## src/hdl/mpip_pkg.sv

```systemverilog
// Shared types, constants and helpers of the multi-ring point-in-polygon core.
`default_nettype none
package mpip_pkg;

	localparam int MAX_VERTICES = 1024;
	localparam int MAX_RINGS    = 16;
	localparam int MIN_RING_LEN = 3;

	localparam int VADDR_W = $clog2(MAX_VERTICES);
	localparam int VCNT_W  = $clog2(MAX_VERTICES + 1);
	localparam int RIDX_W  = (MAX_RINGS > 1) ? $clog2(MAX_RINGS) : 1;
	localparam int RCNT_W  = $clog2(MAX_RINGS + 1);

	localparam int DIV_STEPS = 64;
	localparam int STEP_W    = $clog2(DIV_STEPS);

	localparam logic [1:0] CMD_CLEAR  = 2'd0;
	localparam logic [1:0] CMD_OPEN   = 2'd1;
	localparam logic [1:0] CMD_APPEND = 2'd2;
	localparam logic [1:0] CMD_QUERY  = 2'd3;

	typedef struct packed {
		logic [1:0]         command;
		logic signed [31:0] point_x;
		logic signed [31:0] point_y;
	} cmd_t;

	typedef struct packed {
		logic inside_res;
		logic overflowed;
	} res_t;

	typedef struct packed {
		logic signed [31:0] y;
		logic signed [31:0] x;
	} vtx_t;

	typedef struct packed {
		logic [VADDR_W-1:0] start;
		logic [VCNT_W-1:0]  len;
		logic signed [31:0] xlo;
		logic signed [31:0] xhi;
		logic signed [31:0] ylo;
		logic signed [31:0] yhi;
	} ring_ent_t;

	typedef struct packed {
		logic go;
		vtx_t a;
		vtx_t b;
		vtx_t p;
	} cross_req_t;

	typedef struct packed {
		logic done;
		logic hit;
	} cross_rsp_t;

	typedef enum logic [2:0] {
		C_IDLE,
		C_MUL,
		C_DIV,
		C_CMP,
		C_DONE
	} cross_state_t;

	typedef enum logic [3:0] {
		S_IDLE,
		S_RING_RD,
		S_RING_CHK,
		S_VTX_RD,
		S_VTX_CHK,
		S_CROSS,
		S_CLOSE,
		S_CLOSE_WAIT,
		S_RESULT
	} query_state_t;

	// Magnitude of a 33-bit signed difference of two 32-bit coordinates
	function automatic logic [31:0] mag32(input logic signed [32:0] v);
		logic [32:0] n;
		begin
			n = -v;
			mag32 = v[32] ? n[31:0] : v[31:0];
		end
	endfunction

endpackage
`default_nettype wire

```

## src/hdl/mpip_cross.sv

```systemverilog
// Edge crossing test: multiply, 64-step restoring divide, signed compare.
`default_nettype none
module mpip_cross import mpip_pkg::*; (
	input  wire logic       clk,
	input  wire logic       arst_n,
	input  wire cross_req_t req,
	output cross_rsp_t      rsp
);

	cross_state_t state_q, state_d;

	logic signed [32:0] dx, dy, den;
	logic               straddle;

	logic               straddle_q;
	logic               neg_q;
	logic [31:0]        mdx_q, mdy_q, mden_q;
	logic signed [31:0] ax_q, px_q;
	logic [63:0]        quo_q;
	logic [31:0]        rem_q;
	logic [STEP_W-1:0]  step_q;
	logic               hit_q;

	logic [32:0]        rem_sh;
	logic               fits;
	logic signed [65:0] qs, sum;

	// Edge geometry from the request
	always_comb begin
		dx       = {req.b.x[31], req.b.x} - {req.a.x[31], req.a.x};
		dy       = {req.p.y[31], req.p.y} - {req.a.y[31], req.a.y};
		den      = {req.b.y[31], req.b.y} - {req.a.y[31], req.a.y};
		straddle = (req.a.y > req.p.y) != (req.b.y > req.p.y);
	end

	// Divider step and final compare
	always_comb begin
		rem_sh = {rem_q, quo_q[63]};
		fits   = rem_sh >= {1'b0, mden_q};
		qs     = neg_q ? -$signed({2'b00, quo_q}) : $signed({2'b00, quo_q});
		sum    = qs + {{34{ax_q[31]}}, ax_q};
	end

	// Next state
	always_comb begin
		state_d = state_q;
		case (state_q)
			C_IDLE: if (req.go) state_d = C_MUL;
			C_MUL:  state_d = straddle_q ? C_DIV : C_DONE;
			C_DIV:  if (step_q == STEP_W'(DIV_STEPS - 1)) state_d = C_CMP;
			C_CMP:  state_d = C_DONE;
			C_DONE: state_d = C_IDLE;
			default: state_d = C_IDLE;
		endcase
	end

	// Outputs
	always_comb begin
		rsp.done = (state_q == C_DONE);
		rsp.hit  = hit_q;
	end

	always_ff @(posedge clk or negedge arst_n) begin
		if (!arst_n) begin
			state_q <= C_IDLE;
		end else begin
			state_q <= state_d;
		end
	end

	// Datapath
	always_ff @(posedge clk) begin
		case (state_q)
			C_IDLE: begin
				straddle_q <= straddle;
				neg_q      <= (dx[32] != dy[32]) != den[32];
				mdx_q      <= mag32(dx);
				mdy_q      <= mag32(dy);
				mden_q     <= mag32(den);
				ax_q       <= req.a.x;
				px_q       <= req.p.x;
			end
			C_MUL: begin
				quo_q  <= mdx_q * mdy_q;
				rem_q  <= '0;
				step_q <= '0;
				hit_q  <= 1'b0;
			end
			C_DIV: begin
				if (fits) begin
					rem_q <= 32'(rem_sh - {1'b0, mden_q});
				end else begin
					rem_q <= rem_sh[31:0];
				end
				quo_q  <= {quo_q[62:0], fits};
				step_q <= step_q + 1'b1;
			end
			C_CMP: hit_q <= $signed({{34{px_q[31]}}, px_q}) < sum;
			default: ;
		endcase
	end

	a_done_pulse: assert property (@(posedge clk) disable iff (!arst_n)
		rsp.done |=> !rsp.done) else $error("crossing done longer than one cycle");
	a_div_bound: assert property (@(posedge clk) disable iff (!arst_n)
		(state_q == C_DIV) |-> (rem_q < mden_q)) else $error("divider remainder out of range");
	a_go_idle: assert property (@(posedge clk) disable iff (!arst_n)
		req.go |-> (state_q == C_IDLE)) else $error("crossing request while busy");

endmodule
`default_nettype wire

```

## config.mk

```make
export PLATFORM = sky130hd
export DESIGN_NAME = mpip_cross
export DESIGN_NICKNAME = d
export VERILOG_FILES = /design/src/hdl/mpip_pkg.sv /design/src/hdl/mpip_cross.sv
export SDC_FILE = /design/constraint.sdc
export NUM_CORES = 2
export LEC_CHECK = 0
export BUFFER_PORTS_ARGS = -buffer_cell sky130_fd_sc_hd__buf_2
export CORE_UTILIZATION = 62
export DETAILED_ROUTE_END_ITERATION = 8
export GPL_TIMING_DRIVEN = 0
export MAX_ROUTING_LAYER = met4
export PLACE_DENSITY_LB_ADDON = 0.15
export SLEW_MARGIN = 20
export SYNTH_ARGS = -nofsm -noshare
export SYNTH_HDL_FRONTEND = slang
export SYNTH_SLANG_ARGS = --single-unit
```

## constraint.sdc

```tcl
create_clock -name clk -period 15.8 [get_ports clk]
set_input_delay 1.58 -clock clk [delete_from_list [all_inputs] [get_ports clk]]
set_output_delay 1.58 -clock clk [all_outputs]
set_load 0.005 [all_outputs]
```

==> metrics.md <==
| Metric | Value |
|---|---|
| Status | `finished clean` |
| Clock slew seen by the registers of the worst setup and hold paths | `70 ps` |
| Core Rows | `between 100 and 150` |
| Die height | `~310 um` |
| Worst path bufs/invs | `6` |
| Vias in the first global route | `between 50000 and 60000` |
| Cell Area, Synth | `around 60000 um2` |
| Vias/cell | `about 6.3` |
| WP data arrival | `roughly 11000 ps` |
| Post-Place Cell Area | `between 60000 and 70000 um2` |
| Most frequent cell after synthesis | `inv_1` |
| Root buffer cell | `clkbuf_16` |
| Total gr overflow | `0` |
| Core footprint | `95200 um2` |
| Post-synthesis average cell area | `just under 9 um2` |
| Sequential cell area | `8030 um2` |
| Post-synth ARST share | `roughly 1.1%` |
| Worst-Margin Slew | `between 1000 and 1500 ps` |
| Vias | `between 50000 and 60000` |
| Global Route Usage Sum | `between 40% and 50%` |
| EDFF count, synth | `about 270` |
| Largest area contributor in the netlist | `fa_1` |
| Drt first-iter violations | `5498` |
| Initial antenna violation count | `22` |
| Max-cap violations | `0` |
| Dominant cells by area after synthesis | `fa_1 (30%), edfxtp_1 (13%), ha_1 (12%)` |
| Worst setup EP type | `flop` |
| Syn Nets | `between 8000 and 9000` |
| Dominant synthesized flop cell | `edfxtp_1` |
| Share of layout cells above drive strength 1 | `4.74%` |
| Final setup fails | `0` |
| CTS resizes | `0` |
| Worst path top cell family by delay | `adder cells` |
| Fin util | `about two thirds` |
| Detail Placement HPWL | `182000 um` |
| Initial core utilization | `about 63%` |
| Multi-input combinational cell area | `roughly 46000 um2` |
| Rel. slew slack | `between 10% and 20%` |
| Antenna-violating nets left | `0` |
| Die Wd | `312 um` |
| Top cell by count, worst path | `fa_1` |
| Setup bufs post-CTS | `0` |
| Routability Congestion | `1.09` |
| Fill cells | `roughly 8000` |
| Final Max Tran Viols | `0` |
| # port buffers | `196` |
| First-pass GRT wire length | `319000 um` |
| Post-synthesis sequential area ratio | `a little over an eighth` |
| TritonCTS buffer count | `31` |
| Placed insts | `around 8200` |
| Distinct cells, synth | `97` |
| Die area | `97500 um2` |
| Slowest stage delay, CP | `980 ps` |
| Top post-synthesis cells by count | `inv_1 (1066), fa_1 (901), nand2_1 (680), and2_1 (617), ha_1 (559)` |
| Avg WL per Cell | `~26 um` |
| Clk buf depth | `3` |
| Count of final hold-check violations | `0` |
| Clock latency on the worst-skew pair | `610 ps` |
| # H-tree levels | `1` |
| Cts hold-fix bufs | `0` |
| Slowest-stage cell, CP | `clkbuf_1` |
| I/O pin total | `between 150 and 200` |
| Syn-to-layout area delta | `6.69%` |
| Largest net degree at the start of global routing | `25` |
| Worst hold path class | `reg2reg` |
| Max Freq | `0.0950 GHz` |
| Seq cells post-synth | `268` |
| Top cell type's share of synthesized area | `between 30% and 40%` |
| CP startpoint kind | `flop` |
| Clock Sinks | `268` |
| Post-route DRC | `0` |
| Post-layout min period | `approximately 11000 ps` |
| Post-route insts no fill | `8292` |
| Tcrit/Tclk final | `66.6%` |
| Cell count after synthesis | `between 6000 and 7000` |
| Required @ worst endpoint | `16140 ps` |
| DR pass1 iterations | `8` |
| Crit Path Category | `reg2reg` |
| Worst hold margin | `about 580 ps` |
| DRT Wirelength | `roughly 220000 um` |
| Final nets | `8629` |
| Fin area | `around 64000 um2` |
| TritonCTS clock tree | `done` |
| Yosys Warn Count | `0` |
| Crit-path max FO | `10` |
| Max Clock Skew | `29.8 ps` |
| RSZ-0062 raised after global routing | `false` |
==> tightest hold or removal path, cell delays in order, from the launching register on <==
cell and delay (ps):
edfxtp_1 350, nand3_1 70, nand2_1 60
==> cell usage in the layout, fill, tap and decap left out, types with 116 or more instances in the layout <==
| cell | synthesis | final |
|---|---|---|
| ha_1 | 559 | 559 |
| nand2_1 | 680 | 680 |
| xnor2_1 | 236 | 236 |
| and2_1 | 617 | 617 |
| a21oi_1 | 333 | 333 |
| fa_1 | 901 | 901 |
| xor2_1 | 116 | 116 |
| a21o_1 | 195 | 195 |
| inv_1 | 1066 | 1066 |
| clkbuf_1 | 307 | 306 |
| buf_2 | 3 | 199 |
| nor2_1 | 273 | 272 |
| edfxtp_1 | 265 | 265 |
| o21ai_0 | 240 | 239 |
==> per-stage QoR <==
step | setup TNS (ps) | worst slack (ps)
final | 0 | 5270
after global routing | 0 | 5250
after CTS | 0 | 5860
after detailed placement | 0 | 5890
after global placement | -69420 | -446
after floorplan | 0 | 3420
==> sequential cells by signal, summed over array words and instances, names as in the netlist <==
name	count
hit_q	1
straddle_q	1
state_q	3
px_q	32
mdy_q	32
ax_q	32
step_q	6
neg_q	1
mden_q	32
quo_q	64
mdx_q	32
rem_q	32
==> routing by layer <==
metal	track usage, %	vias to the layer above	part of all wire, %
met3	11.5	780	12
met4	30.0	0	8.4
met1	55.9	25600	37
met2	67.4	3186	43
met5	-	-	0
li1	-	22500	-
==> final timing paths <==
path	endpoint	slack, ps	start	depth (start not counted)
min reg2reg	rem_q[27]	580	rem_q[26]	2
max in group asynchronous	state_q[1]	14910	arst_n	1
min in group asynchronous	state_q[2]	760	arst_n	1
max	quo_q[63]	5270	mdy_q[4]	25
max reg2reg	quo_q[63]	5270	mdy_q[4]	25
min	rem_q[27]	580	rem_q[26]	2
==> cells by family after synthesis <==
logic type,Yosys count,synth area share (%)
buf+inv,1379,8.70
fa+ha+maj,1460,41.9
compound gates,1162,12.6
xor+xnor,352,5.16
mux,21,0.354
flops,268,13.5
simple gates,2080,17.8
==> area by class of cell <==
type / count / share of cell area [%]
multi-input combinational: 5075 / 73.0
sequential: 268 / 12.6
inverter: 1066 / 6.28
tap: 1265 / 2.49
timing repair buffer: 219 / 1.97
buffer: 313 / 1.87
clock buffer: 33 / 1.23
clock inverter: 24 / 0.434
antenna: 29 / 0.114
Power is not shown: default switching activity piles up to over one toggle a cycle in this logic, so the estimate is an artifact.
